===== src/sv/wpm_pkg.sv =====
package wpm_pkg;

  typedef enum logic [1:0] {
    OP_PATTERN = 2'd0,
    OP_TEXT    = 2'd1,
    OP_END     = 2'd2,
    OP_CLEAR   = 2'd3
  } op_t;

  typedef enum logic [1:0] {
    KIND_LIT = 2'd0,
    KIND_ONE = 2'd1,
    KIND_ANY = 2'd2
  } kind_t;

  typedef enum logic [1:0] {
    ERR_NONE     = 2'd0,
    ERR_ESCAPE   = 2'd1,
    ERR_OVERFLOW = 2'd2
  } err_t;

  localparam logic REG_MATCH_MODE = 1'b0;
  localparam logic REG_ESCAPE     = 1'b1;

  localparam logic [15:0] CH_UNDERSCORE = 16'h005F;
  localparam logic [15:0] CH_PERCENT    = 16'h0025;
  localparam logic [15:0] CH_QUESTION   = 16'h003F;
  localparam logic [15:0] CH_STAR       = 16'h002A;

  // What one pattern character does to the pattern and escape state.
  typedef struct packed {
    logic  append;
    kind_t kind;
    logic  set_pending;
    logic  clr_pending;
    logic  raise_escape;
  } decode_t;

  typedef struct packed {
    logic matched;
    err_t error_code;
  } result_t;

endpackage


===== src/sv/wpm_in_if.sv =====
interface wpm_in_if;
  logic        valid;
  logic        ready;
  logic [1:0]  op;
  logic [15:0] symbol;

  modport source (output valid, output op, output symbol, input ready);
  modport sink (input valid, input op, input symbol, output ready);
endinterface


===== src/sv/wpm_out_if.sv =====
interface wpm_out_if;
  logic       valid;
  logic       ready;
  logic       matched;
  logic [1:0] error_code;

  modport source (output valid, output matched, output error_code, input ready);
  modport sink (input valid, input matched, input error_code, output ready);
endinterface


===== src/sv/wpm_decode.sv =====
module wpm_decode import wpm_pkg::*; (
  input  logic        match_mode,
  input  logic [15:0] escape_code,
  input  logic        pending,
  input  logic [15:0] symbol,
  output decode_t     dec
);

  always_comb begin
    dec.append       = 1'b0;
    dec.kind         = KIND_LIT;
    dec.set_pending  = 1'b0;
    dec.clr_pending  = 1'b0;
    dec.raise_escape = 1'b0;
    if (pending) begin
      // The character after an escape must be one that the escape can quote.
      dec.clr_pending = 1'b1;
      if (symbol == escape_code || symbol == CH_PERCENT || symbol == CH_UNDERSCORE) begin
        dec.append = 1'b1;
      end else begin
        dec.raise_escape = 1'b1;
      end
    end else if (!match_mode) begin
      if (escape_code != 16'd0 && symbol == escape_code) begin
        dec.set_pending = 1'b1;
      end else begin
        dec.append = 1'b1;
        if (symbol == CH_UNDERSCORE) begin
          dec.kind = KIND_ONE;
        end else if (symbol == CH_PERCENT) begin
          dec.kind = KIND_ANY;
        end
      end
    end else begin
      dec.append = 1'b1;
      if (symbol == CH_QUESTION) begin
        dec.kind = KIND_ONE;
      end else if (symbol == CH_STAR) begin
        dec.kind = KIND_ANY;
      end
    end
  end

endmodule


===== src/sv/wpm_engine.sv =====
module wpm_engine import wpm_pkg::*; #(
  parameter int PATTERN_MAX = 32
) (
  input  logic        clk,
  input  logic        rst,
  input  logic        en,
  input  op_t         op,
  input  logic [15:0] symbol,
  input  decode_t     dec,
  output logic        pending,
  output result_t     result
);

  localparam int NP = PATTERN_MAX + 1;
  localparam int LW = $clog2(PATTERN_MAX + 1);

  logic [15:0]   elem_char [PATTERN_MAX];
  kind_t         elem_kind [PATTERN_MAX];

  logic [LW-1:0] len, len_next;
  logic          pending_next;
  err_t          err, err_next;
  logic [NP-1:0] vec, vec_next;

  logic [NP-1:0] any_mask, step_vec, close_in, gen, closed, app_vec;
  logic          full, do_append;
  err_t          err_out;

  assign full      = (len == LW'(PATTERN_MAX));
  assign do_append = (op == OP_PATTERN) && dec.append && !full;

  always_comb begin
    any_mask = '0;
    step_vec = '0;
    app_vec  = vec;
    for (int i = 0; i < PATTERN_MAX; i++) begin
      if (LW'(i) < len) begin
        any_mask[i] = (elem_kind[i] == KIND_ANY);
        if (vec[i]) begin
          if (elem_kind[i] == KIND_ANY) begin
            step_vec[i] = 1'b1;
          end else if (elem_kind[i] == KIND_ONE || elem_char[i] == symbol) begin
            step_vec[i+1] = 1'b1;
          end
        end
      end
      if (do_append && dec.kind == KIND_ANY && len == LW'(i) && vec[i]) begin
        app_vec[i+1] = 1'b1;
      end
    end
  end

  // Closure over runs of match-any elements: a set bit sitting on a match-any
  // element carries up through the run, so the carries of an add give every
  // position it reaches.
  assign close_in = (op == OP_TEXT) ? step_vec : NP'(1);
  assign gen      = close_in & any_mask;
  assign closed   = close_in | ((any_mask + gen) ^ any_mask ^ gen);

  always_comb begin
    err_out = err;
    if (err == ERR_NONE && pending) begin
      err_out = ERR_ESCAPE;
    end
    result.error_code = err_out;
    result.matched    = vec[len] && (err_out == ERR_NONE);
  end

  always_comb begin
    len_next     = len;
    pending_next = pending;
    err_next     = err;
    vec_next     = vec;
    case (op)
      OP_PATTERN: begin
        if (dec.set_pending) begin
          pending_next = 1'b1;
        end else if (dec.clr_pending) begin
          pending_next = 1'b0;
        end
        if (err == ERR_NONE && dec.raise_escape) begin
          err_next = ERR_ESCAPE;
        end else if (err == ERR_NONE && dec.append && full) begin
          err_next = ERR_OVERFLOW;
        end
        if (do_append) begin
          len_next = len + LW'(1);
        end
        vec_next = app_vec;
      end
      OP_TEXT: begin
        vec_next = closed;
      end
      OP_END: begin
        vec_next = closed;
      end
      OP_CLEAR: begin
        len_next     = '0;
        pending_next = 1'b0;
        err_next     = ERR_NONE;
        vec_next     = NP'(1);
      end
      default: begin
        vec_next = vec;
      end
    endcase
  end

  always_ff @(posedge clk) begin
    if (rst) begin
      len     <= '0;
      pending <= 1'b0;
      err     <= ERR_NONE;
      vec     <= NP'(1);
    end else if (en) begin
      len     <= len_next;
      pending <= pending_next;
      err     <= err_next;
      vec     <= vec_next;
    end
  end

  always_ff @(posedge clk) begin
    for (int i = 0; i < PATTERN_MAX; i++) begin
      if (en && do_append && len == LW'(i)) begin
        elem_kind[i] <= dec.kind;
        elem_char[i] <= symbol;
      end
    end
  end

`ifndef SYNTHESIS
  a_clear: assert property (@(posedge clk) disable iff (rst)
    en && op == OP_CLEAR |=> len == '0 && err == ERR_NONE && vec == NP'(1))
    else $error("pattern clear did not rearm the engine");

  a_err_held: assert property (@(posedge clk) disable iff (rst)
    err != ERR_NONE && !(en && op == OP_CLEAR) |=> $stable(err))
    else $error("held pattern error changed before a clear");

  a_vec_bound: assert property (@(posedge clk) disable iff (rst)
    (vec >> len) <= NP'(1))
    else $error("position vector has bits beyond the pattern end");

  a_len_bound: assert property (@(posedge clk) disable iff (rst)
    en && op == OP_PATTERN && full |=> len == $past(len))
    else $error("pattern grew past its capacity");
`endif

endmodule


===== src/sv/wildcard_pattern_matcher.sv =====
// Wildcard pattern matcher (SQL LIKE with '_' and '%', or MATCHES with '?'
// and '*').
// Items arrive on the items channel: op 0 appends a pattern character, op 1
// streams a text character, op 2 ends the text and op 3 clears the pattern.
// Only an end-of-text item yields a transfer on the results channel, carrying
// matched and error_code; it also rearms the matcher for the next text while
// the pattern is kept.
// The configuration port writes match_mode (index 0) and escape_code
// (index 1); write them only while no item is in flight.
// Throughput is one item per cycle while the result channel is not stalled:
// the position vector over all pattern elements is updated together, with one
// carry chain closing runs of match-any elements. An end-of-text item passes
// through the input register; its result is held in the output register.
// While the receiver stalls, a waiting result holds in the output register;
// one more item is taken into the input register and then items.ready stays
// low until the result has gone.
// Reset empties the pattern, clears the errors and the configuration, and
// leaves the block ready at once; no clearing pass is needed.
module wildcard_pattern_matcher import wpm_pkg::*; #(
  parameter int PATTERN_MAX = 32
) (
  input  logic        clk,
  input  logic        rst,
  wpm_in_if.sink      items,
  wpm_out_if.source   results,
  input  logic        cfg_we,
  input  logic        cfg_index,
  input  logic [15:0] cfg_data
);

  logic        match_mode;
  logic [15:0] escape_code;

  logic        s_valid;
  op_t         s_op;
  logic [15:0] s_symbol;
  logic        advance;

  logic        o_valid;
  result_t     o_result;

  logic        pending;
  decode_t     dec;
  result_t     result;

  assign advance     = s_valid && (!o_valid || results.ready);
  assign items.ready = !s_valid || advance;

  always_ff @(posedge clk) begin
    if (rst) begin
      match_mode  <= 1'b0;
      escape_code <= 16'd0;
    end else if (cfg_we) begin
      case (cfg_index)
        REG_MATCH_MODE: match_mode  <= cfg_data[0];
        REG_ESCAPE:     escape_code <= cfg_data;
        default:        match_mode  <= match_mode;
      endcase
    end
  end

  always_ff @(posedge clk) begin
    if (rst) begin
      s_valid <= 1'b0;
    end else if (items.ready) begin
      s_valid <= items.valid;
    end
  end

  always_ff @(posedge clk) begin
    if (items.valid && items.ready) begin
      s_op     <= op_t'(items.op);
      s_symbol <= items.symbol;
    end
  end

  wpm_decode u_decode (
    .match_mode  (match_mode),
    .escape_code (escape_code),
    .pending     (pending),
    .symbol      (s_symbol),
    .dec         (dec)
  );

  wpm_engine #(
    .PATTERN_MAX (PATTERN_MAX)
  ) u_engine (
    .clk     (clk),
    .rst     (rst),
    .en      (advance),
    .op      (s_op),
    .symbol  (s_symbol),
    .dec     (dec),
    .pending (pending),
    .result  (result)
  );

  always_ff @(posedge clk) begin
    if (rst) begin
      o_valid <= 1'b0;
    end else if (advance && s_op == OP_END) begin
      o_valid <= 1'b1;
    end else if (results.ready) begin
      o_valid <= 1'b0;
    end
  end

  always_ff @(posedge clk) begin
    if (advance && s_op == OP_END) begin
      o_result <= result;
    end
  end

  assign results.valid      = o_valid;
  assign results.matched    = o_result.matched;
  assign results.error_code = o_result.error_code;

`ifndef SYNTHESIS
  a_no_overwrite: assert property (@(posedge clk) disable iff (rst)
    o_valid && !results.ready |-> !advance)
    else $error("stalled result would be overwritten");

  a_result_source: assert property (@(posedge clk) disable iff (rst)
    $rose(o_valid) |-> $past(s_valid) && $past(s_op) == OP_END)
    else $error("result raised without an end-of-text item");

  a_out_stable: assert property (@(posedge clk) disable iff (rst)
    o_valid && !results.ready |=> o_valid && $stable(o_result))
    else $error("stalled result changed before its transfer");
`endif

endmodule

===== src/flat_wrapper.sv =====
// flat-port wrapper written by rule: the top's interface ports become plain ports
module wildcard_pattern_matcher_flat import wpm_pkg::*;
#(
  parameter int PATTERN_MAX = 32
)
  (clk, rst, cfg_we, cfg_index, cfg_data, items_valid, items_op, items_symbol, items_ready, results_valid, results_matched, results_error_code, results_ready);
  wpm_in_if items_i ();
  wpm_out_if results_i ();
  input  logic clk;
  input  logic rst;
  input  logic cfg_we;
  input  logic cfg_index;
  input  logic [15:0] cfg_data;
  input wire logic [$bits(items_i.valid)-1:0] items_valid;
  input wire logic [$bits(items_i.op)-1:0] items_op;
  input wire logic [$bits(items_i.symbol)-1:0] items_symbol;
  output wire logic [$bits(items_i.ready)-1:0] items_ready;
  output wire logic [$bits(results_i.valid)-1:0] results_valid;
  output wire logic [$bits(results_i.matched)-1:0] results_matched;
  output wire logic [$bits(results_i.error_code)-1:0] results_error_code;
  input wire logic [$bits(results_i.ready)-1:0] results_ready;
  assign items_i.valid = items_valid;
  assign items_i.op = items_op;
  assign items_i.symbol = items_symbol;
  assign items_ready = items_i.ready;
  assign results_valid = results_i.valid;
  assign results_matched = results_i.matched;
  assign results_error_code = results_i.error_code;
  assign results_i.ready = results_ready;
  wildcard_pattern_matcher #(.PATTERN_MAX(PATTERN_MAX)) u_core (.clk(clk), .rst(rst), .items(items_i), .results(results_i), .cfg_we(cfg_we), .cfg_index(cfg_index), .cfg_data(cfg_data));
endmodule

===== config.mk =====
export PLATFORM = sky130hd
export DESIGN_NAME = wildcard_pattern_matcher_flat
export DESIGN_NICKNAME = d
export VERILOG_FILES = /design/src/sv/wpm_pkg.sv /design/src/sv/wpm_in_if.sv /design/src/sv/wpm_out_if.sv /design/src/sv/wpm_decode.sv /design/src/sv/wpm_engine.sv /design/src/sv/wildcard_pattern_matcher.sv /design/src/flat_wrapper.sv
export SDC_FILE = /design/constraint.sdc
export NUM_CORES = 1
export LEC_CHECK = 0
export BUFFER_PORTS_ARGS = -buffer_cell sky130_fd_sc_hd__buf_2
export CORE_MARGIN = 2
export CORE_UTILIZATION = 29
export DETAILED_ROUTE_END_ITERATION = 6
export SLEW_MARGIN = 20
export SYNTH_ARGS = -nofsm -noshare
export SYNTH_HDL_FRONTEND = slang
export SYNTH_SLANG_ARGS = --single-unit

===== constraint.sdc =====
create_clock -name clk -period 5.1 [get_ports clk]
set_input_delay 1.275 -clock clk [delete_from_list [all_inputs] [get_ports clk]]
set_output_delay 1.275 -clock clk [all_outputs]
set_load 0.005 [all_outputs]

After elaboration in Yosys (flattened, before gate mapping)
Memories as Yosys holds them, arrays and structs flattened.
Cells that the tools add are included.
{"block": "word_totals", "wordCells": 1017, "ff_bits": 82, "input_bits": 40, "mem_bits_rw": 576, "output_inout_bits": 5, "memories": 2}
{"block": "classes", "reduce_logical": 256, "mux": 502, "bitwise": 6, "add_sub_neg": 2, "n_eq_ne": 172, "n_lt_le_gt_ge": 33}
{"memory": "u_core.u_engine.elem_char", "words": 32, "word_bits": 16, "read_ports": 32, "rd_ports_with_merged_regs": 0, "write_ports": 1, "line": "wpm_engine.sv:17", "text": "logic [15:0] elem_char [PATTERN_MAX];"}
{"memory": "u_core.u_engine.elem_kind", "words": 32, "word_bits": 2, "read_ports": 32, "rd_ports_with_merged_regs": 0, "write_ports": 1, "line": "wpm_engine.sv:18", "text": "kind_t elem_kind [PATTERN_MAX];"}
{"cell": "16-bit equality test", "n": 33}
{"cell": "16-bit 2-to-1 mux", "n": 31}
{"cell": "16-bit OR reduction", "n": 31}
{"cell": "5-bit 2-to-1 mux", "n": 62}
{"cell": "1-bit 2-to-1 mux", "n": 296}
{"cell": "2-bit 2-to-1 mux", "n": 103}
{"cell": "1-bit logical AND", "n": 109}
{"cell": "33-bit one-hot mux with 3 select lines", "n": 1}
{"cell": "6-bit by 5-bit equality test with 1-bit output (second input constant)", "n": 16}
{"cell": "5-bit by 6-bit < comparator with 1-bit output (first input constant)", "n": 16}
{"cell": "2-bit equality test (second input constant)", "n": 35}
{"cell": "2-bit AND reduction", "n": 35}
{"cell": "2-bit by 1-bit equality test with 1-bit output (second input constant)", "n": 33}
{"cell": "2-bit by 1-bit != test with 1-bit output (second input constant)", "n": 32}
{"cell": "2-bit OR reduction", "n": 32}
{"cell": "16-bit by 6-bit equality test with 1-bit output (second input constant)", "n": 3}
{"cell": "6-bit by 4-bit equality test with 1-bit output (second input constant)", "n": 8}
{"cell": "4-bit by 6-bit < comparator with 1-bit output (first input constant)", "n": 8}
{"cell": "1-bit logical OR", "n": 36}
{"cell": "32-bit by 33-bit adder with 33-bit output", "n": 1}
{"cell": "33-bit by 32-bit AND with 33-bit output", "n": 1}
{"cell": "33-bit 2-to-1 mux", "n": 1}
{"cell": "33-bit OR", "n": 1}
{"cell": "33-bit by 32-bit bitwise XOR with 33-bit output", "n": 1}
{"cell": "other kinds (26)", "n": 46}

Depth between registers and ports, before layout
Gate-level depths: netlist of run 1.
An unclocked memory read counts as a cell.
{"block": "depth", "depth_word": 107, "depth_mapped": 19, "ltp_nobuf": 17}

Cells and area by module
From an unflattened synthesis of run 1, not the netlist that was laid out.
{"block": "unflattened", "hier_cells": 2389, "hier_area_um2": 31051.0}
{"module": "wpm_engine", "cells_each": 2227, "area_each_um2": 29143.0, "seq_area_each_um2": 18137.4, "instances": 1}
{"module": "wildcard_pattern_matcher", "cells_each": 109, "area_each_um2": 1535.2, "seq_area_each_um2": 1011.0, "instances": 1}
{"module": "wpm_decode", "cells_each": 53, "area_each_um2": 372.9, "seq_area_each_um2": 0.0, "instances": 1}

Worst setup path before layout of run 1
No wires, ideal clock.
{"block": "synth_timing", "kind": "register to register", "startpoint": "register u_core.s_symbol[2]", "endpoint": "memory u_core.u_engine.elem_kind[0][0] (netlist bit), data pin", "synth_period_minus_slack_ns": 5.434, "path_slack_ns": -0.334, "path_stages_with_launch": 7, "t_arrival_ns": 4.678, "cell_sequence": "edfxtp_1 -> buf_4 -> buf_4 -> buf_4 -> buf_2 -> nand3_1 -> a2111oi_0"}
{"item": "from (decl)", "line": "wildcard_pattern_matcher.sv:36", "text": "logic [15:0] s_symbol;"}
{"item": "from (signal assigned)", "line": "wildcard_pattern_matcher.sv:73", "text": "s_symbol <= items.symbol;"}
{"item": "to (decl)", "line": "wpm_engine.sv:18"}

Worst setup path after layout of run 1
{"block": "layout_timing", "startpoint": "register u_core.s_symbol[11]", "endpoint": "register u_core.u_engine.vec[26]"}
{"block": "layout_between", "elab_chain_cells": 16, "elab_cells_between_ends": 216}
{"item": "16-bit equality test", "line": "wpm_engine.sv:42", "text": "end else if (elem_kind[i] == KIND_ONE || elem_char[i] == symbol) begin"}
{"item": "1-bit logical OR", "line": "wpm_engine.sv:42"}
{"item": "1-bit 2-to-1 mux", "line": "wpm_engine.sv:42"}
{"item": "1-bit 2-to-1 mux", "line": "wpm_engine.sv:40", "text": "if (elem_kind[i] == KIND_ANY) begin"}
{"item": "2-bit 2-to-1 mux", "line": "wpm_engine.sv:39", "text": "if (vec[i]) begin"}
{"item": "2-bit 2-to-1 mux", "line": "wpm_engine.sv:37", "text": "if (LW'(i) < len) begin"}
{"item": "1-bit 2-to-1 mux", "line": "wpm_engine.sv:40"}
{"item": "2-bit 2-to-1 mux", "line": "wpm_engine.sv:39"}
{"item": "2-bit 2-to-1 mux", "line": "wpm_engine.sv:37"}
{"item": "33-bit 2-to-1 mux", "line": "wpm_engine.sv:56", "text": "assign close_in = (op == OP_TEXT) ? step_vec : NP'(1);"}
{"item": "33-bit by 32-bit AND with 33-bit output", "line": "wpm_engine.sv:57", "text": "assign gen = close_in & any_mask;"}
{"item": "32-bit by 33-bit adder with 33-bit output", "line": "wpm_engine.sv:58", "text": "assign closed = close_in | ((any_mask + gen) ^ any_mask ^ gen);"}
{"item": "33-bit by 32-bit bitwise XOR with 33-bit output", "line": "wpm_engine.sv:58"}
{"item": "33-bit bitwise XOR", "line": "wpm_engine.sv:58"}
{"item": "33-bit OR", "line": "wpm_engine.sv:58"}
{"item": "33-bit one-hot mux with 3 select lines", "line": "wpm_engine.sv:74", "text": "case (op)"}
{"item": "to (signal assigned)", "line": "wpm_engine.sv:119", "text": "vec <= vec_next;"}
{"item": "to (decl)", "line": "wpm_engine.sv:23", "text": "logic [NP-1:0] vec, vec_next;"}
Several ways; a longest one is shown, not always the timed one.
A chain may end at the register's enable or synchronous reset.

==> impl_metrics.json, run 1 <==
{
  "final_cell_count_no_fill": 3866,
  "power.sequential.fraction_pct": 52.3,
  "finalSetupViolCount": 0,
  "detail_route.drc_violations": 0,
  "dpl_hpwl_um": 44030,
  "gr-usage-all-layers_pct": 13.71,
  "finalHoldViolations": 0,
  "path_clk_slew_ns": 0.07,
  "critPathArrivalTime_ns": 4.95,
  "clock_sink_count": 658,
  "worst_slew_margin_rel_pct": 42.35,
  "drv_slew": 0,
  "swShare_pct": 22.19,
  "drt_pass1_iterations": 5,
  "rows": 119,
  "internal_power_of_the_cells_mw": 8.844,
  "synth_fp_nets": 2406,
  "seq_area_frac_synth_pct": 61.95,
  "final_net_count": 2477,
  "layout_common_cells": "sky130_fd_sc_hd__edfxtp_1, sky130_fd_sc_hd__xnor2_1, sky130_fd_sc_hd__xor2_1",
  "synth.ff_latch_count": 658,
  "power.share.clock_pct": 42.1,
  "fin_setup_tns_ns": 0,
  "beginning_of_the_critical_path": "u_core.s_symbol[11]$_DFFE_PP_",
  "finish.instance_area_sq_um": 35010,
  "gpl.final_weighted_congestion": 0.9091,
  "critical_path_sink": "u_core.u_engine.vec[26]$_SDFFE_PP0P_",
  "hold_path.class": "reg -> reg",
  "placed_cell_area_sq_um": 32880,
  "cts_max_path_buffers": 3,
  "number_of_vias_in_the_routed_layout": 19110,
  "layout_commonest_cell": "sky130_fd_sc_hd__edfxtp_1",
  "ys_async_sr_fraction_pct": 0,
  "grt_pass1_wl_um": 114200,
  "dp_cells": 3746,
  "yosys.cell_types.count": 91,
  "area_delta_synth_final_pct": 13.29,
  "initial_utilization_pct": 29.28,
  "first_global_vias": 18500,
  "utilization_of_the_core_after_routing_pct": 33.17,
  "multi_input_comb_area_sq_um": 10840,
  "design_power_total_mw": 11.37,
  "cts_tree": "done",
  "totalWireLength_um": 75460,
  "worst_ep_required_time_ns": 5.57,
  "rsz0062_at_grt": "false",
  "r2r_start": "u_core.s_symbol[11]$_DFFE_PP_",
  "design.die.area_sq_um": 109200,
  "crit_top_cell": "sky130_fd_sc_hd__o211ai_1",
  "critical-path-max-stage-delay_ns": 0.43,
  "power-per-cell-area_nw_per_um2": 324.6,
  "status": "finished clean",
  "setup.worst_path.start_class": "register",
  "die_w_um": 330.5,
  "endpoint_type_of_the_worst_setup_path": "register",
  "critical_path_cell_by_cell": "xor2_1 > nor4_1 > nand4_1 > buf_4 > maj3_2 > or2_2 > nand2b_1 > a21boi_0 > ha_1 > a31oi_1 > o211ai_1 > a41o_1 > a311oi_1 > o211ai_1 > a41oi_2 > nor2_1 > nor3_1 > o41ai_1",
  "clock_tree.htree_level_count": 3,
  "core_sq_um": 105600,
  "total_leakage_power_nw": 11.00,
  "final-seq-area_sq_um": 19150,
  "fillerInstances": 10330,
  "cts_inserted_buffers": 69,
  "worst_slack_ns": 0.6201,
  "critical_path.max_fanout": 3,
  "cap_viol_max_count": 0,
  "synth-edff-count": 597,
  "fmaxAchievable_ghz": 0.2232,
  "worst_ir_drop_vdd_mv": 0.2104,
  "reg2reg_to": "u_core.u_engine.vec[26]$_SDFFE_PP0P_",
  "setup.reg_to_reg.worst_slack_ns": 0.62,
  "wl_per_cell_um": 19.52,
  "synthFlopType": "sky130_fd_sc_hd__edfxtp_1",
  "skew_ns": 0.02016,
  "syn_avg_cell_area_sq_um": 13.12,
  "grt_antenna_before_repair": 1,
  "detailedPlace.worstSlack_ns": 0.3873,
  "synth.yosys.warnings": 0,
  "power.net_switching_mw": 2.522,
  "pin_count_of_the_biggest_net_entering_global_routing": 69,
  "cts_root_buffer": "sky130_fd_sc_hd__clkbuf_16",
  "finalWorstPathRequiredPeriod_ns": 4.480,
  "post_synth_inst_count": 2356,
  "insertion_delay_ns": 0.61,
  "die-height_um": 330.5,
  "max_slew.worst_pin.slew_ns": 0.8648,
  "rr_worst_depth": 18,
  "drive_above_1_share_pct": 10.39,
  "top_level_ports": 45,
  "post_synth_instance_area_sq_um": 30910,
  "drt_iter0_drc": 1817,
  "io_buffer_count": 44,
  "min_period_over_period_pct": 87.84,
  "worst-setup-path-type": "reg -> reg",
  "hold_ws_ns": 0.4905,
  "vias_cell": 4.943,
  "combinationalPowerShare_pct": 5.6,
  "grt-ovfl-total": 0,
  "drt.antenna.violating_nets": 0,
  "cpMaxStageDelayCell": "sky130_fd_sc_hd__edfxtp_1"
}
[cell usage after synthesis, drive strengths merged (31+ instances only)]
| library cell | count | area (sq um) |
|---|---|---|
| edfxtp | 597 | 17930 |
| xnor2 | 294 | 2575 |
| xor2 | 235 | 2058 |
| nand2 | 122 | 457.9 |
| nor2 | 115 | 431.7 |
| nand4 | 96 | 600.6 |
| a21oi | 87 | 439.2 |
| nor4 | 83 | 546.8 |
| buf | 81 | 656.9 |
| o21ai | 66 | 337.8 |
| dfxtp | 61 | 1221 |
| clkbuf | 41 | 153.9 |
| inv | 41 | 153.9 |
| a31oi | 38 | 244.0 |
| nand2b | 38 | 237.7 |
| nand3 | 38 | 190.2 |
| nor2b | 31 | 193.9 |
[repair_timing]
action / 4_1_cts / 5_1_grt
hold buffers: 0 / 0
endpoints found under the setup margin: 0 / 1
setup buffers: 0 / 1
resized for setup: 0 / 0
endpoints found under the hold margin: 0 / 0
[final cells by class]
type	instances	area share (%)
Clock inverter	31	0.8219
Inverter	42	0.4502
Multi-Input combinational cell	1534	30.95
Clock buffer	87	5.242
Antenna cell	1	0.007147
Tap cell	1391	4.971
Sequential cell	658	54.69
Timing Repair Buffer	122	2.873
[worst min-delay path by stage]
stage                                                   start                                   to  slack [ns]  depth (start not counted)
after floorplan           u_core.escape_code[13]$_SDFFE_PP0P_  u_core.escape_code[13]$_SDFFE_PP0P_        0.46                          2
after CTS                  u_core.escape_code[2]$_SDFFE_PP0P_   u_core.escape_code[2]$_SDFFE_PP0P_        0.49                          2
after global placement     u_core.escape_code[2]$_SDFFE_PP0P_   u_core.escape_code[2]$_SDFFE_PP0P_        0.48                          2
after detailed placement  u_core.escape_code[11]$_SDFFE_PP0P_  u_core.escape_code[11]$_SDFFE_PP0P_        0.48                          2
after global routing       u_core.escape_code[0]$_SDFFE_PP0P_   u_core.escape_code[0]$_SDFFE_PP0P_        0.52                          2
final                     u_core.escape_code[13]$_SDFFE_PP0P_  u_core.escape_code[13]$_SDFFE_PP0P_        0.49                          2
[power groups by stage]
stage | Combinational [mW] | Sequential (mW) | Clock [mW]
after detailed placement | 0.646 | 6.05 | 0
after global placement | 0.639 | 6.05 | 0
after CTS | 0.649 | 5.94 | 4.90
after global routing | 0.699 | 5.94 | 5.10
final | 0.637 | 5.94 | 4.79
after floorplan | 0.426 | 6.07 | 0
[flip-flops by register name, summed over array words and instances, names as in the netlist]
name and cells:
u_core.u_engine.len 6, u_core.u_engine.vec 33, u_core.u_engine.err 2, u_core.results.valid 1, u_core.s_op 2, u_core.match_mode 1
u_core.u_engine.elem_kind 64, u_core.u_engine.pending 1, u_core.escape_code 16, u_core.u_engine.elem_char 512, u_core.results.matched 1, u_core.results.error_code 2
u_core.s_valid 1, u_core.s_symbol 16
[kinds of logic after synthesis]
family,synth area share (%)
flops,61.95
simple gates,10.81
xor+xnor,14.99
compound gates,7.720
buf+inv,3.133
mux,0.8501
fa+ha+maj,0.5384
[critical path, delay by kind of cell, from the launching register on]
family                   cells  cell delay (ns)
XOR/XNOR                     1             0.19
AND/OR/NAND/NOR              6             1.15
adder cells (fa/ha/maj)      2             0.56
AO/OA/AOI/OAI                8             1.81
buffers and inverters        1             0.19
flip-flops                   1             0.43
[per-layer routing]
| metal | track usage [%] | vias to the layer above | part of all wire (%) |
|---|---|---|---|
| met5 | 0 | - | 0 |
| met4 | 3.807 | 0 | 2.1 |
| met3 | 2.467 | 104 | 5.9 |
| met2 | 21.85 | 600 | 46 |
| met1 | 19.14 | 9534 | 46 |
| li1 | - | 8873 | - |
Power figures use the tool's default switching activity.
==> inputs of run 2 (changes only) <==
==> constraint.sdc (replaced) <==
create_clock -name clk -period 5.65 [get_ports clk]
set_input_delay 1.4125 -clock clk [delete_from_list [all_inputs] [get_ports clk]]
set_output_delay 1.4125 -clock clk [all_outputs]
set_load 0.005 [all_outputs]
==> run 2 against run 1 <==
The run now ends with DRC left. Non-clock buffer count fell by 1. Clock power shrank 4%. Core utilization up 0.13 points. Critical path depth shrank 1. Design area increased by 0.38%. Worst hold slack worse by 0.0063 ns. Critical path type unchanged. Clock skew rose by 0.0063 ns. Sequential power fell by 9.6%. Worst setup slack improved by 0.43 ns.
==> impl_metrics.json, run 2 (synthesized netlist as in run 1, its figures left out) <==
{
  "r2r_start": "u_core.s_symbol[11]$_DFFE_PP_",
  "wl_per_cell_um": 19.86,
  "fillerInstances": 10320,
  "largest_register_ff_count": 512,
  "hold_path.class": "reg -> reg",
  "finalSetupViolCount": 0,
  "die-height_um": 330.5,
  "grt_pass1_wl_um": 117500,
  "cap_viol_max_count": 0,
  "path_clk_slew_ns": 0.06,
  "drive_above_1_share_pct": 10.65,
  "clock_sink_count": 658,
  "gr-usage-all-layers_pct": 14.04,
  "power-per-cell-area_nw_per_um2": 300.0,
  "drt_pass1_iterations": 7,
  "rows": 119,
  "gpl.final_weighted_congestion": 0.9441,
  "fin_setup_tns_ns": 0,
  "layout_commonest_cell": "sky130_fd_sc_hd__edfxtp_1",
  "cts_max_path_buffers": 3,
  "cts_setup_buffers": 0,
  "globalRouteMet3Util_pct": 2.186,
  "skew_ns": 0.02644,
  "detail_route.drc_violations": 1,
  "final_net_count": 2480,
  "final-seq-area_sq_um": 19150,
  "groute.layer.met2.usage_pct": 22.54,
  "worst-setup-path-type": "reg -> reg",
  "max_flop_register": "u_core.u_engine.elem_char",
  "worst_slew_margin_rel_pct": 27.26,
  "min_from": "u_core.escape_code[0]$_SDFFE_PP0P_",
  "finish.instance_area_sq_um": 35150,
  "cts_inserted_buffers": 73,
  "grt_most_used_layer": "met2",
  "grt_antenna_before_repair": 1,
  "placed_cell_area_sq_um": 32850,
  "insertion_delay_ns": 0.63,
  "failing_checks": "DRC",
  "multi_input_comb_area_sq_um": 10840,
  "total_leakage_power_nw": 11.07,
  "drt.antenna.violating_nets": 0,
  "cts_hold_buf": 0,
  "layout_common_cells": "sky130_fd_sc_hd__edfxtp_1, sky130_fd_sc_hd__xnor2_1, sky130_fd_sc_hd__xor2_1",
  "finalWorstPathRequiredPeriod_ns": 4.599,
  "die_w_um": 330.5,
  "worst_ep_required_time_ns": 6.12,
  "cts_tree": "done",
  "initial_utilization_pct": 29.28,
  "post_cts.resized_instances": 0,
  "dpl_hpwl_um": 46380,
  "worst_ir_drop_vdd_mv": 0.1934,
  "top_level_ports": 45,
  "grt-ovfl-total": 0,
  "finalHoldViolations": 0,
  "critical_path.max_fanout": 3,
  "vias_cell": 4.931,
  "io_buffer_count": 44,
  "number_of_vias_in_the_routed_layout": 19130,
  "setup.worst_path.start_class": "register",
  "use_met1_pct": 19.51,
  "clock_tree.htree_level_count": 3,
  "fmaxAchievable_ghz": 0.2174,
  "design.die.area_sq_um": 109200,
  "pin_count_of_the_biggest_net_entering_global_routing": 69,
  "drv_slew": 0,
  "cts_root_buffer": "sky130_fd_sc_hd__clkbuf_16",
  "min_period_over_period_pct": 81.40,
  "hold_ws_ns": 0.4842,
  "rsz0062_at_grt": "false",
  "status": "complete, but fails checks",
  "core_sq_um": 105600,
  "totalWireLength_um": 77020,
  "max_slew.worst_pin.slew_ns": 1.077,
  "drt_iter0_drc": 1762,
  "insertedDiodeCount": 0,
  "area_delta_synth_final_pct": 13.72,
  "top_regs": "u_core.u_engine.elem_char: 512 flops, u_core.u_engine.elem_kind: 64 flops, u_core.u_engine.vec: 33 flops",
  "beginning_of_the_critical_path": "u_core.s_symbol[11]$_DFFE_PP_",
  "first_global_vias": 18810,
  "endpoint_type_of_the_worst_setup_path": "register",
  "critPathArrivalTime_ns": 5.07
}
==> run 2: cell type report <==
type / count / share of cell area, %
clock inverter: 33 / 0.9398
tap: 1391 / 4.952
clock buffer: 100 / 5.603
timing repair buffer: 121 / 2.734
inverter: 42 / 0.4485
multi-input combinational: 1534 / 30.84
sequential: 658 / 54.48
==> run 2: worst max-delay path, cell delays in order, from the launching register on <==
cell and delay, ns:
sky130_fd_sc_hd__edfxtp_1 0.45, sky130_fd_sc_hd__xor2_1 0.19, sky130_fd_sc_hd__nor4_1 0.36, sky130_fd_sc_hd__nand4_1 0.25
sky130_fd_sc_hd__maj3_2 0.39, sky130_fd_sc_hd__or2_2 0.30, sky130_fd_sc_hd__nand2b_1 0.07, sky130_fd_sc_hd__a21boi_0 0.08
sky130_fd_sc_hd__ha_1 0.22, sky130_fd_sc_hd__a31oi_1 0.18, sky130_fd_sc_hd__o211ai_1 0.13, sky130_fd_sc_hd__a41o_1 0.31
sky130_fd_sc_hd__a311oi_1 0.55, sky130_fd_sc_hd__o211ai_1 0.26, sky130_fd_sc_hd__a41oi_2 0.33, sky130_fd_sc_hd__o31ai_1 0.14
sky130_fd_sc_hd__o21ai_1 0.13, sky130_fd_sc_hd__a211oi_1 0.08
==> run 2: worst paths after layout <==
kind                                                             end  cells after the start  slack, ns
worst min-delay path              u_core.escape_code[0]$_SDFFE_PP0P_                      2       0.48
worst max register to register  u_core.u_engine.vec[28]$_SDFFE_PP0P_                     17       1.05
worst max-delay path            u_core.u_engine.vec[28]$_SDFFE_PP0P_                     17       1.05
worst min register to register    u_core.escape_code[0]$_SDFFE_PP0P_                      2       0.48
==> run 2: power breakdown <==
group | internal [mW] | leakage [nW] | switching [mW]
Clock | 2.68 | 1.12 | 1.92
Sequential | 5.33 | 5.89 | 0.0389
Combinational | 0.201 | 4.07 | 0.377
Total | 8.21 | 11.1 | 2.33
==> run 2: layer usage <==
layer  vias up  part of all wire [%]
met5         -                 0.013
met4         2                   2.4
met3       146                   5.1
met2       550                    46
met1      9545                    46
li1       8883                     -
==> run 2: per-stage QoR <==
stage	setup WS, ns	std cells	power (mW)	utilization, %
global placement	1.113	3746	6.047	31.12
floorplan	0.2155	2356	5.861	-
global route	0.7975	3879	10.88	33.30
detailed placement	1.092	3746	6.052	31.12
finish	1.051	3879	10.54	33.30
CTS	1.086	3879	10.66	33.30
==> inputs of run 3 (changes only) <==
==> constraint.sdc (replaced) <==
create_clock -name clk -period 3.8 [get_ports clk]
set_input_delay 0.95 -clock clk [delete_from_list [all_inputs] [get_ports clk]]
set_output_delay 0.95 -clock clk [all_outputs]
set_load 0.005 [all_outputs]
==> run 3 against run 2 <==
The run ends with setup timing left. Largest power group unchanged. Sequential power increased by 48%. Maximum frequency increased by 8.5%. Core utilization increased by 1.8 points. Critical endpoint unchanged. Global-route usage increased by 0.86 points. Critical path type unchanged.
==> impl_metrics.json, run 3 (synthesized netlist as in run 1, its figures left out) <==
{
  "die_w_um": 330.5,
  "critPathArrivalTime_ns": 4.75,
  "grt_antenna_before_repair": 1,
  "path_clk_slew_ns": 0.06,
  "rr_worst_depth": 19,
  "cts_root_buffer": "sky130_fd_sc_hd__clkbuf_16",
  "detailedPlace.worstSlack_ns": -0.5880,
  "top_regs": "u_core.u_engine.elem_char: 512 flops, u_core.u_engine.elem_kind: 64 flops, u_core.u_engine.vec: 33 flops",
  "top_level_ports": 45,
  "r2r_start": "u_core.s_symbol[11]$_DFFE_PP_",
  "status": "complete, but fails checks",
  "grt_pass1_wl_um": 123500,
  "dpl_hpwl_um": 54720,
  "fillerInstances": 10110,
  "drive_above_1_share_pct": 17.79,
  "cpMaxStageDelayCell": "sky130_fd_sc_hd__edfxtp_1",
  "worst_ep_required_time_ns": 4.32,
  "finalWorstPathRequiredPeriod_ns": 4.239,
  "insertedDiodeCount": 0,
  "drt_pass1_iterations": 6,
  "min_from": "u_core.escape_code[15]$_SDFFE_PP0P_",
  "critical-path-max-stage-delay_ns": 0.42,
  "clock_sink_count": 658,
  "cts_max_path_buffers": 3,
  "initial_utilization_pct": 29.28,
  "hold_path_end": "u_core.escape_code[15]$_SDFFE_PP0P_",
  "hold_ws_ns": 0.4842,
  "gr-usage-all-layers_pct": 14.90,
  "hold_path.class": "reg -> reg",
  "pin_count_of_the_biggest_net_entering_global_routing": 46,
  "drv_slew": 0,
  "skew_ns": 0.04177,
  "critical_path.max_fanout": 3,
  "worst_ir_drop_vdd_mv": 0.3721,
  "rows": 119,
  "wl_per_cell_um": 20.21,
  "layout_commonest_cell": "sky130_fd_sc_hd__edfxtp_1",
  "design.die.area_sq_um": 109200,
  "first_global_vias": 19450,
  "number_of_vias_in_the_routed_layout": 19870,
  "cts_inserted_buffers": 73,
  "area_delta_synth_final_pct": 19.81,
  "drt_iter0_drc": 1521,
  "rsz0062_at_grt": "true",
  "largest_register_ff_count": 512,
  "vias_cell": 4.905,
  "power.share.clock_pct": 43.1,
  "critical_path_cell_by_cell": "xor2_1 > nor4_1 > buf_4 > nand4_1 > buf_4 > maj3_2 > or2_4 > nand2b_1 > a21boi_1 > ha_2 > a31oi_4 > o211ai_1 > a41o_1 > a311oi_2 > o211ai_1 > a41oi_2 > o31ai_2 > o21ai_1 > a211oi_1",
  "layout_common_cells": "sky130_fd_sc_hd__edfxtp_1, sky130_fd_sc_hd__xnor2_1, sky130_fd_sc_hd__xor2_1",
  "max_slew.worst_pin.slew_ns": 0.9149,
  "max_flop_register": "u_core.u_engine.elem_char",
  "internal_power_of_the_cells_mw": 12.14,
  "drt.antenna.violating_nets": 0,
  "power-per-cell-area_nw_per_um2": 422.6,
  "power.net_switching_mw": 3.503,
  "gpl.final_weighted_congestion": 0.9526,
  "worst_slack_ns": -0.4390,
  "setup.reg_to_reg.worst_slack_ns": -0.44,
  "total_leakage_power_nw": 11.98,
  "worst_slew_margin_rel_pct": 39.01,
  "endpoint_type_of_the_worst_setup_path": "register",
  "io_buffer_count": 44,
  "swShare_pct": 22.39,
  "totalWireLength_um": 81860,
  "worst-setup-path-type": "reg -> reg",
  "grt-ovfl-total": 0,
  "final_net_count": 2652,
  "reg2reg_to": "u_core.u_engine.vec[28]$_SDFFE_PP0P_",
  "cap_viol_max_count": 0,
  "finalHoldViolations": 0,
  "cts_tree": "done",
  "power.sequential.fraction_pct": 50.9,
  "min_period_over_period_pct": 111.6,
  "core_sq_um": 105600,
  "finalSetupViolCount": 18,
  "clock_tree.htree_level_count": 3,
  "combinationalPowerShare_pct": 6.0,
  "detail_route.drc_violations": 0,
  "failing_checks": "setup timing",
  "setup.worst_path.start_class": "register",
  "fmaxAchievable_ghz": 0.2359,
  "die-height_um": 330.5,
  "worst_hold_path.num_cells": 2,
  "insertion_delay_ns": 0.64
}
## run 3: final cells by class
| type | instances | area [sq um] | share of cell area, % |
|---|---|---|---|
| multi-input combinational | 1534 | 11080 | 29.92 |
| clock buffer | 99 | 1976 | 5.335 |
| clock inverter | 33 | 294.0 | 0.7940 |
| sequential | 658 | 19150 | 51.71 |
| tap | 1391 | 1740 | 4.700 |
| timing repair buffer | 293 | 2636 | 7.119 |
| inverter | 42 | 157.7 | 0.4257 |
## run 3: critical path: cells and delay by family (launching register included)
kind	cells	cell delay (ns)
fa+ha+maj	2	0.50
flops	1	0.42
simple gates	4	0.80
compound gates	10	1.87
buf+inv	2	0.39
xor+xnor	1	0.16
## run 3: stage by stage
step	cell area (sq um)	total power [mW]	utilization [%]	cells	setup TNS [ns]
finish	37030	15.65	35.08	4050	-4.461
global route	37030	16.16	35.08	4050	-8.191
CTS	36880	15.79	34.94	4048	-3.912
detailed placement	34460	9.038	32.65	3912	-6.787
global placement	34460	9.034	32.65	3912	-5.564
floorplan	31000	8.717	-	2356	-24.01
## run 3: power by group through the flow
stage	clock network [mW]	registers, mW	logic (mW)
final	6.74	7.97	0.933
after CTS	6.90	7.97	0.932
after detailed placement	0	8.12	0.919
after floorplan	0	8.14	0.575
after global placement	0	8.12	0.916
after global routing	7.17	7.97	1.02
## run 3: metal layers
metal	wire length, um	track usage (%)	up-vias
li1	-	-	9231
met1	37130	20.65	9922
met2	38080	23.86	572
met3	4376	2.210	140
met4	2278	5.027	0
met5	0	0	-
## run 3: worst max-delay path by stage
stage | startpoint | end | slack, ns | cells after the start
floorplan | u_core.s_symbol[6]$_DFFE_PP_ | u_core.u_engine.vec[31]$_SDFFE_PP0P_ | -0.41 | 13
global placement | u_core.s_symbol[11]$_DFFE_PP_ | u_core.u_engine.vec[26]$_SDFFE_PP0P_ | -0.55 | 19
detailed placement | u_core.s_symbol[11]$_DFFE_PP_ | u_core.u_engine.vec[26]$_SDFFE_PP0P_ | -0.59 | 19
CTS | u_core.s_symbol[4]$_DFFE_PP_ | u_core.u_engine.vec[26]$_SDFFE_PP0P_ | -0.38 | 19
global route | u_core.s_symbol[14]$_DFFE_PP_ | u_core.u_engine.vec[24]$_SDFFE_PP0P_ | -0.61 | 19
finish | u_core.s_symbol[11]$_DFFE_PP_ | u_core.u_engine.vec[28]$_SDFFE_PP0P_ | -0.44 | 19
## run 3: repair_timing
| action | CTS | global route |
|---|---|---|
| pin swaps | 36 | 21 |
| hold endpoints to repair | 0 | 0 |
| hold buffers | 0 | 0 |
| resized for setup | 22 | 31 |
| setup endpoints to repair | 55 | 147 |
| buffers inserted | 4 | 3 |
